--- src/rtl/core/oir_pkg.sv ---
// Shared types and constants for the ordered ID registry.
package oir_pkg;

   localparam logic [7:0] EMPTY_MARK = 8'hFF;

   typedef enum logic [2:0] {
      OP_REGISTER   = 3'd0,
      OP_UNREGISTER = 3'd1,
      OP_QUERY      = 3'd2,
      OP_READ_AT    = 3'd3,
      OP_MOVE       = 3'd4
   } oir_op_type;

   typedef enum logic [2:0] {
      ST_OK        = 3'd0,
      ST_NO_CHANGE = 3'd1,
      ST_FULL      = 3'd2,
      ST_NOT_FOUND = 3'd3,
      ST_RANGE     = 3'd4
   } oir_status_type;

   typedef enum logic [1:0] {
      FSM_IDLE,
      FSM_SEARCH,
      FSM_EXEC
   } oir_state_type;

   // Commands from the controller to the datapath.
   typedef struct packed {
      logic capture;
      logic search;
      logic execute;
   } oir_cmd_type;

endpackage

--- src/rtl/core/oir_ctrl.sv ---
// Controller state machine: sequences capture, search and execute of one request.
module oir_ctrl (
   input  logic                clock,
   input  logic                reset,
   input  logic                req_valid,
   output logic                req_ready,
   output logic                rsp_valid,
   input  logic                rsp_ready,
   output oir_pkg::oir_cmd_type cmd
);

   oir_pkg::oir_state_type state_ff, state_in;
   logic                   rsp_valid_ff, rsp_valid_in;

   always_ff @(posedge clock) begin
      if (reset) begin
         state_ff     <= oir_pkg::FSM_IDLE;
         rsp_valid_ff <= 1'b0;
      end else begin
         state_ff     <= state_in;
         rsp_valid_ff <= rsp_valid_in;
      end
   end

   always_comb begin
      state_in    = state_ff;
      cmd         = '0;
      req_ready   = 1'b0;
      unique case (state_ff)
         oir_pkg::FSM_IDLE: begin
            req_ready = 1'b1;
            if (req_valid) begin
               cmd.capture = 1'b1;
               state_in    = oir_pkg::FSM_SEARCH;
            end
         end
         oir_pkg::FSM_SEARCH: begin
            cmd.search = 1'b1;
            state_in   = oir_pkg::FSM_EXEC;
         end
         oir_pkg::FSM_EXEC: begin
            // The result register must be free before the list is updated.
            if (!rsp_valid_ff || rsp_ready) begin
               cmd.execute = 1'b1;
               state_in    = oir_pkg::FSM_IDLE;
            end
         end
         default: begin
            state_in = oir_pkg::FSM_IDLE;
         end
      endcase
   end

   always_comb begin
      if (cmd.execute) begin
         rsp_valid_in = 1'b1;
      end else if (rsp_ready) begin
         rsp_valid_in = 1'b0;
      end else begin
         rsp_valid_in = rsp_valid_ff;
      end
   end

   assign rsp_valid = rsp_valid_ff;

endmodule

--- src/rtl/core/oir_dp.sv ---
// Datapath: row of slot cells with parallel compare, shift network and result registers.
module oir_dp #(
   parameter int ENTRIES = 32
) (
   input  logic                 clock,
   input  logic                 reset,
   input  oir_pkg::oir_cmd_type cmd,
   input  logic [2:0]           req_command,
   input  logic [7:0]           req_item_id,
   input  logic [4:0]           req_position,
   output logic [2:0]           rsp_status,
   output logic                 rsp_present,
   output logic [7:0]           rsp_entry_id,
   output logic [4:0]           rsp_final_position,
   output logic [5:0]           rsp_entry_count
);

   localparam int IDX_W = $clog2(ENTRIES);
   localparam int CNT_W = $clog2(ENTRIES + 1);
   localparam int PW    = (CNT_W > 5) ? CNT_W : 5;

   logic [7:0]       slots_ff [ENTRIES];
   logic [7:0]       slots_in [ENTRIES];
   logic [CNT_W-1:0] count_ff, count_in;

   logic [2:0]       command_ff;
   logic [7:0]       item_id_ff;
   logic [4:0]       position_ff;

   logic             found_ff, found_in;
   logic [IDX_W-1:0] k_ff, k_in;

   logic [2:0]       status_ff, status_in;
   logic             present_ff, present_in;
   logic [7:0]       entry_ff, entry_in;
   logic [4:0]       fpos_ff, fpos_in;
   logic [5:0]       rcount_ff, rcount_in;

   // Request capture.
   always_ff @(posedge clock) begin
      if (cmd.capture) begin
         command_ff  <= req_command;
         item_id_ff  <= req_item_id;
         position_ff <= req_position;
      end
   end

   // Parallel compare against every slot; IDs are distinct, so at most one hits.
   always_comb begin
      found_in = 1'b0;
      k_in     = '0;
      for (int i = 0; i < ENTRIES; i++) begin
         if (slots_ff[i] == item_id_ff && item_id_ff != oir_pkg::EMPTY_MARK) begin
            found_in = 1'b1;
            k_in     = k_in | IDX_W'(i);
         end
      end
   end

   always_ff @(posedge clock) begin
      if (cmd.search) begin
         found_ff <= found_in;
         k_ff     <= k_in;
      end
   end

   logic [PW-1:0]    pos_w, k_w, last_w, adj_w, tgt_w;
   logic             pos_oor;
   logic [IDX_W-1:0] pos_idx;
   logic [7:0]       up_slot [ENTRIES];
   logic [7:0]       dn_slot [ENTRIES];

   always_comb begin
      pos_w   = PW'(position_ff);
      k_w     = PW'(k_ff);
      pos_oor = (pos_w >= PW'(ENTRIES));
      pos_idx = IDX_W'(position_ff);
      // After removal the list holds count - 1 entries; the target may not pass them.
      last_w  = PW'(count_ff) - PW'(1);
      adj_w   = (k_w < pos_w) ? (pos_w - PW'(1)) : pos_w;
      tgt_w   = (adj_w > last_w) ? last_w : adj_w;
      for (int i = 0; i < ENTRIES; i++) begin
         up_slot[i] = (i == ENTRIES - 1) ? oir_pkg::EMPTY_MARK
                                         : slots_ff[(i == ENTRIES - 1) ? i : i + 1];
         dn_slot[i] = (i == 0) ? oir_pkg::EMPTY_MARK : slots_ff[(i == 0) ? i : i - 1];
      end
   end

   always_comb begin
      slots_in   = slots_ff;
      count_in   = count_ff;
      status_in  = oir_pkg::ST_NO_CHANGE;
      entry_in   = oir_pkg::EMPTY_MARK;
      fpos_in    = '0;
      present_in = found_ff;
      unique case (command_ff)
         oir_pkg::OP_REGISTER: begin
            if (item_id_ff == oir_pkg::EMPTY_MARK || found_ff) begin
               status_in = oir_pkg::ST_NO_CHANGE;
            end else if (count_ff == CNT_W'(ENTRIES)) begin
               status_in = oir_pkg::ST_FULL;
            end else begin
               slots_in[IDX_W'(count_ff)] = item_id_ff;
               count_in   = count_ff + CNT_W'(1);
               status_in  = oir_pkg::ST_OK;
               present_in = 1'b1;
            end
         end
         oir_pkg::OP_UNREGISTER: begin
            if (!found_ff) begin
               status_in = oir_pkg::ST_NOT_FOUND;
            end else begin
               for (int i = 0; i < ENTRIES; i++) begin
                  if (i >= int'(k_ff)) begin
                     slots_in[i] = up_slot[i];
                  end
               end
               count_in   = count_ff - CNT_W'(1);
               status_in  = oir_pkg::ST_OK;
               present_in = 1'b0;
            end
         end
         oir_pkg::OP_QUERY: begin
            status_in = oir_pkg::ST_OK;
         end
         oir_pkg::OP_READ_AT: begin
            if (pos_oor) begin
               status_in = oir_pkg::ST_RANGE;
            end else begin
               entry_in  = slots_ff[pos_idx];
               status_in = oir_pkg::ST_OK;
            end
         end
         oir_pkg::OP_MOVE: begin
            if (pos_oor) begin
               status_in = oir_pkg::ST_RANGE;
            end else if (!found_ff) begin
               status_in = oir_pkg::ST_NOT_FOUND;
            end else begin
               // Each cell takes its own slot, a neighbor, or the moved ID.
               for (int i = 0; i < ENTRIES; i++) begin
                  if (i == int'(tgt_w)) begin
                     slots_in[i] = item_id_ff;
                  end else if (i < int'(tgt_w)) begin
                     slots_in[i] = (i < int'(k_ff)) ? slots_ff[i] : up_slot[i];
                  end else begin
                     slots_in[i] = (i <= int'(k_ff)) ? dn_slot[i] : slots_ff[i];
                  end
               end
               fpos_in   = 5'(tgt_w);
               status_in = oir_pkg::ST_OK;
            end
         end
         default: begin
            status_in = oir_pkg::ST_NO_CHANGE;
         end
      endcase
      rcount_in = 6'(count_in);
   end

   always_ff @(posedge clock) begin
      if (reset) begin
         for (int i = 0; i < ENTRIES; i++) begin
            slots_ff[i] <= oir_pkg::EMPTY_MARK;
         end
         count_ff <= '0;
      end else if (cmd.execute) begin
         slots_ff <= slots_in;
         count_ff <= count_in;
      end
   end

   always_ff @(posedge clock) begin
      if (cmd.execute) begin
         status_ff  <= status_in;
         present_ff <= present_in;
         entry_ff   <= entry_in;
         fpos_ff    <= fpos_in;
         rcount_ff  <= rcount_in;
      end
   end

   assign rsp_status         = status_ff;
   assign rsp_present        = present_ff;
   assign rsp_entry_id       = entry_ff;
   assign rsp_final_position = fpos_ff;
   assign rsp_entry_count    = rcount_ff;

endmodule

--- src/rtl/core/ordered_id_registry.sv ---
// Ordered ID registry: compact list of distinct IDs with register, remove, query, read and move.
// A transferred request passes the controller sequence capture, compare and update; the
// result is registered by the update, which waits while the previous result is still
// untaken. A new request is accepted only once the update of the last one is done.
// Reset: synchronous, active high; all slots read empty and the entry count is zero.
// Requests are taken while a finished result waits in the output register.
module ordered_id_registry #(
   parameter int ENTRIES = 32
) (
   input  logic       clock,
   input  logic       reset,
   input  logic       req_valid,
   output logic       req_ready,
   input  logic [2:0] req_command,
   input  logic [7:0] req_item_id,
   input  logic [4:0] req_position,
   output logic       rsp_valid,
   input  logic       rsp_ready,
   output logic [2:0] rsp_status,
   output logic       rsp_present,
   output logic [7:0] rsp_entry_id,
   output logic [4:0] rsp_final_position,
   output logic [5:0] rsp_entry_count
);

   oir_pkg::oir_cmd_type cmd;

   oir_ctrl u_ctrl (
      .clock     (clock),
      .reset     (reset),
      .req_valid (req_valid),
      .req_ready (req_ready),
      .rsp_valid (rsp_valid),
      .rsp_ready (rsp_ready),
      .cmd       (cmd)
   );

   oir_dp #(
      .ENTRIES (ENTRIES)
   ) u_dp (
      .clock              (clock),
      .reset              (reset),
      .cmd                (cmd),
      .req_command        (req_command),
      .req_item_id        (req_item_id),
      .req_position       (req_position),
      .rsp_status         (rsp_status),
      .rsp_present        (rsp_present),
      .rsp_entry_id       (rsp_entry_id),
      .rsp_final_position (rsp_final_position),
      .rsp_entry_count    (rsp_entry_count)
   );

   // The list is only updated when the result register can take the new result.
   a_exec_free: assert property (@(posedge clock) disable iff (reset)
      cmd.execute |-> (!rsp_valid || rsp_ready))
      else $error("update issued while result register still occupied");

   // An accepted request is compared against the list in the following cycle.
   a_accept_search: assert property (@(posedge clock) disable iff (reset)
      (req_valid && req_ready) |=> (cmd.search && !req_ready))
      else $error("accepted request did not enter the compare step");

   // Every update produces a valid result on the next cycle.
   a_exec_result: assert property (@(posedge clock) disable iff (reset)
      cmd.execute |=> rsp_valid)
      else $error("update without a following result");

   // Only a successful move reports a nonzero final position.
   a_fpos_ok: assert property (@(posedge clock) disable iff (reset)
      (rsp_valid && rsp_status != oir_pkg::ST_OK) |-> (rsp_final_position == 5'd0))
      else $error("final position set on a failed command");

endmodule
--- config.mk ---
export PLATFORM = sky130hd
export DESIGN_NAME = ordered_id_registry
export DESIGN_NICKNAME = d
export VERILOG_FILES = /design/src/rtl/core/oir_pkg.sv /design/src/rtl/core/oir_ctrl.sv /design/src/rtl/core/oir_dp.sv /design/src/rtl/core/ordered_id_registry.sv
export SDC_FILE = /design/constraint.sdc
export NUM_CORES = 2
export LEC_CHECK = 0
export ABC_CLOCK_PERIOD_IN_PS = 7150
export BUFFER_PORTS_ARGS = -buffer_cell sky130_fd_sc_hd__buf_2
export CAP_MARGIN = 20
export CORE_MARGIN = 8
export CORE_UTILIZATION = 60
export DETAILED_ROUTE_END_ITERATION = 10
export HOLD_SLACK_MARGIN = 0.05
export PLACE_DENSITY = 0.81
export SYNTH_ARGS = -nofsm -noshare
export SYNTH_HDL_FRONTEND = slang
export SYNTH_HIERARCHICAL = 1
export SYNTH_SLANG_ARGS = --single-unit
--- constraint.sdc ---
create_clock -name clock -period 7.15 [get_ports clock]
set_input_delay 1.0725 -clock clock [delete_from_list [all_inputs] [get_ports clock]]
set_output_delay 1.0725 -clock clock [all_outputs]
set_load 0.02 [all_outputs]
==> results.sh <==
export IMPL_clock_sinks=309
export IMPL_cts_max_path_buffers=3
export IMPL_final_cell_area_um2=26600
export IMPL_power_mw=5.52
export IMPL_die_area_um2=47900
export IMPL_ys_warn_count=6
export IMPL_grt_pass1_wl_um=166000
export IMPL_synthDominantCellAreaShare_pct=21.5
export IMPL_multiInputGateArea_um2=16900
export IMPL_clock_latency_ns=0.59
export IMPL_vdd_drop_max_v=0.000194
export IMPL_fillers=3417
export IMPL_avgRoutedWirePerCell_um=33.2
export IMPL_cts_hold_buf=0
export IMPL_cap_violations=0
export IMPL_ioPinCount=45
export IMPL_dr_first_iter_drc_count=5224
export IMPL_whs_ns=0.528
export IMPL_fmax_ghz=0.151
export IMPL_io_buffers=43
export IMPL_top_layer="met5"
export IMPL_synth_main_ff_cell="dfxtp_1"
export IMPL_drt_total_wl_um=112000
export IMPL_cts_resized=0
export IMPL_fin_crit_ns=6.63
export IMPL_post_cts_buffers=0
export IMPL_synth_seq_cells=309
export IMPL_worstMarginPinSlew_ns=1.12
export IMPL_grt_pass1_vias=25500
export IMPL_antenna_found_initial=11
export IMPL_r2r_start="u_dp/pos_idx[4]"
export IMPL_setup_viol=0
export IMPL_vias_per_cell=8.05
export IMPL_place_area_um2=25400
export IMPL_grt_usage_pct=45.2
export IMPL_gp_congestion=1.10
export IMPL_worstPathRequired_ns=7.65
export IMPL_coreArea_um2=40700
export IMPL_r2r_slack_ns=0.52
export IMPL_relSlewSlack_pct=24.9
export IMPL_cts_root_buf="clkbuf_16"
export IMPL_synth_edf_count=44
export IMPL_syn_inst=2869
export IMPL_rsz0062_at_grt="false"
export IMPL_syn_nets=2905
export IMPL_rows=74
export IMPL_avgSynthCellArea_um2=8.61
export IMPL_p_leak_nw=9.51
export IMPL_synth_area_top_cells="dfxtp_1 21%, mux4_2 7.3%, edfxtp_1 5.3%"
export IMPL_yosysSeqAreaShare_pct=26.8
export IMPL_antenna_left=0
export IMPL_violations="DRC"
export IMPL_fin_setup_tns_ns=0
export IMPL_powerDensity_nw_per_um2=208
export IMPL_cp_start_kind="flip-flop"
export IMPL_path_clk_slew_ns=0.06
export IMPL_drtPass1Iterations=11
export IMPL_status="finished, violations left"
export IMPL_drc_errors=1
export IMPL_async_flop_share_pct=0
export IMPL_reg2reg_depth=18
export IMPL_drive_gt1_share_pct=12.7
export IMPL_maxSlewViolCount=0
export IMPL_seq_area_um2=6630
export IMPL_end_kind="flip-flop"
export IMPL_period_share_pct=92.7
export IMPL_htreeDepth=2
export IMPL_crit_fanout=14
export IMPL_vias=27100
export IMPL_final_hold_viol_count=0
export IMPL_dr_wl_met2_um=46100
export IMPL_syn_area_um2=24700
export IMPL_cts_made_buffers=38
export IMPL_initial_core_util_pct=60.6
export IMPL_die_h_um=219
export IMPL_final_nets=2842
export IMPL_crit_start="u_dp/pos_idx[4]"
export IMPL_hold_class="flip-flop to flip-flop"
export IMPL_fin_worst_skew_ns=0.0297
export IMPL_critical_path_class="flip-flop to flip-flop"
export IMPL_grt_overflow_total=0
export IMPL_hpwl_um=78600
export IMPL_dr_wl_met3_um=16400
export IMPL_grt_max_degree=122
export IMPL_area_growth_pct=7.59
export IMPL_fin_util_pct=65.2
export IMPL_arrival_ns=7.13
export IMPL_synth_area_leader_cell="dfxtp_1"
export IMPL_cts_tree="built"
export IMPL_synth_cell_types=98
export IMPL_die_w_um=219
export IMPL_drt_met1_wl_um=38700
final cells by class:
| type | instances | area share, % |
|---|---|---|
| diodes | 4 | 0.0377 |
| clock buffers | 58 | 4.17 |
| clock inverters | 10 | 0.217 |
| inverters | 89 | 1.26 |
| multi-input cells | 2236 | 63.4 |
| flip-flops and latches | 309 | 24.9 |
| well taps | 532 | 2.50 |
| repair buffers | 132 | 3.46 |
cell usage after synthesis (45+ instances only):
cell,count
a21oi_1,92
o22a_1,49
o211ai_1,57
o21ai_0,133
a2bb2oi_1,66
xor2_1,130
o22ai_1,47
inv_1,82
dfxtp_1,265
nand2_1,232
clkbuf_1,176
mux2i_1,122
a222oi_1,64
nand4_1,45
nor2_1,228
mux4_2,80
a22oi_1,89
nand3_1,46
a32oi_1,50
xnor2_1,132
power breakdown:
group / internal (mW) / switching (mW)
registers: 1.88 / 0.230
logic: 0.574 / 0.949
clock network: 1.07 / 0.820
metrics by stage:
| stage | std cells | setup slack [ns] |
|---|---|---|
| after floorplan | 2869 | 1.50 |
| after global placement | 3296 | 0.576 |
| after detailed placement | 3298 | 0.324 |
| after CTS | 3366 | 0.296 |
| after global routing | 3369 | 0.175 |
| final | 3370 | 0.520 |
cells in the final DEF (no fill, tap or decap), drive strengths merged, types with 49 or more instances in the layout:
master / synthesis / final
a32oi: 51 / 51
xor2: 130 / 130
clkbuf: 176 / 58
a222oi: 64 / 64
inv: 87 / 89
dfxtp: 265 / 265
xnor2: 132 / 132
nand2: 232 / 232
mux4: 80 / 80
mux2i: 122 / 122
o21ai: 152 / 152
nor2: 231 / 231
o211ai: 57 / 57
a2bb2oi: 66 / 66
o22a: 49 / 49
buf: 59 / 132
a22oi: 89 / 89
a21oi: 94 / 94
worst max-delay path: stages (launching register included):
cell and delay [ns]:
edfxtp_1 0.61, clkinv_1 0.34, ha_1 0.47, nand4_1 0.30, o21ai_1 0.35, nor3_1 0.17
nor2_1 0.59, inv_1 0.16, ha_1 0.33, nand4_1 0.11, or2_2 0.35, o31a_2 0.24
buf_4 0.23, o31ai_2 0.60, nand2_1 0.44, o22ai_1 0.76, a221o_1 0.30, a211oi_1 0.06
a21oi_1 0.13
metal layers:
| layer | GRT usage (%) | vias to the layer above |
|---|---|---|
| met5 | 0 | - |
| met4 | 34.2 | 16 |
| met3 | 15.8 | 726 |
| met2 | 65.8 | 2525 |
| met1 | 54.6 | 12800 |
| li1 | - | 11000 |
cell families (layout without fill, tap and decap cells):
logic type,after synthesis,count (layout),share of synthesized area (%)
AOI/OAI and AO/OA,982,982,30.4
buffers and inverters,324,289,5.13
other,1,5,0.0152
xor gates and xnor gates,262,262,9.29
and+or+nand+nor,756,756,14.5
DFF,309,309,26.8
muxes,219,219,13.0
adders and majority gates,16,16,0.810
worst min path at each step:
stage          slack [ns]        startpoint          endpoint  cells after the start
2_1_floorplan        0.47         flip-flop         flip-flop                      2
3_3_place_gp         0.49  u_ctrl/rsp_valid  u_ctrl/rsp_valid                      2
3_5_place_dp         0.50  u_ctrl/rsp_valid  u_ctrl/rsp_valid                      2
4_1_cts              0.52         flip-flop         flip-flop                      2
5_1_grt              0.54         flip-flop         flip-flop                      2
6_report             0.53         flip-flop         flip-flop                      2
(Power assumes the default switching activity.)
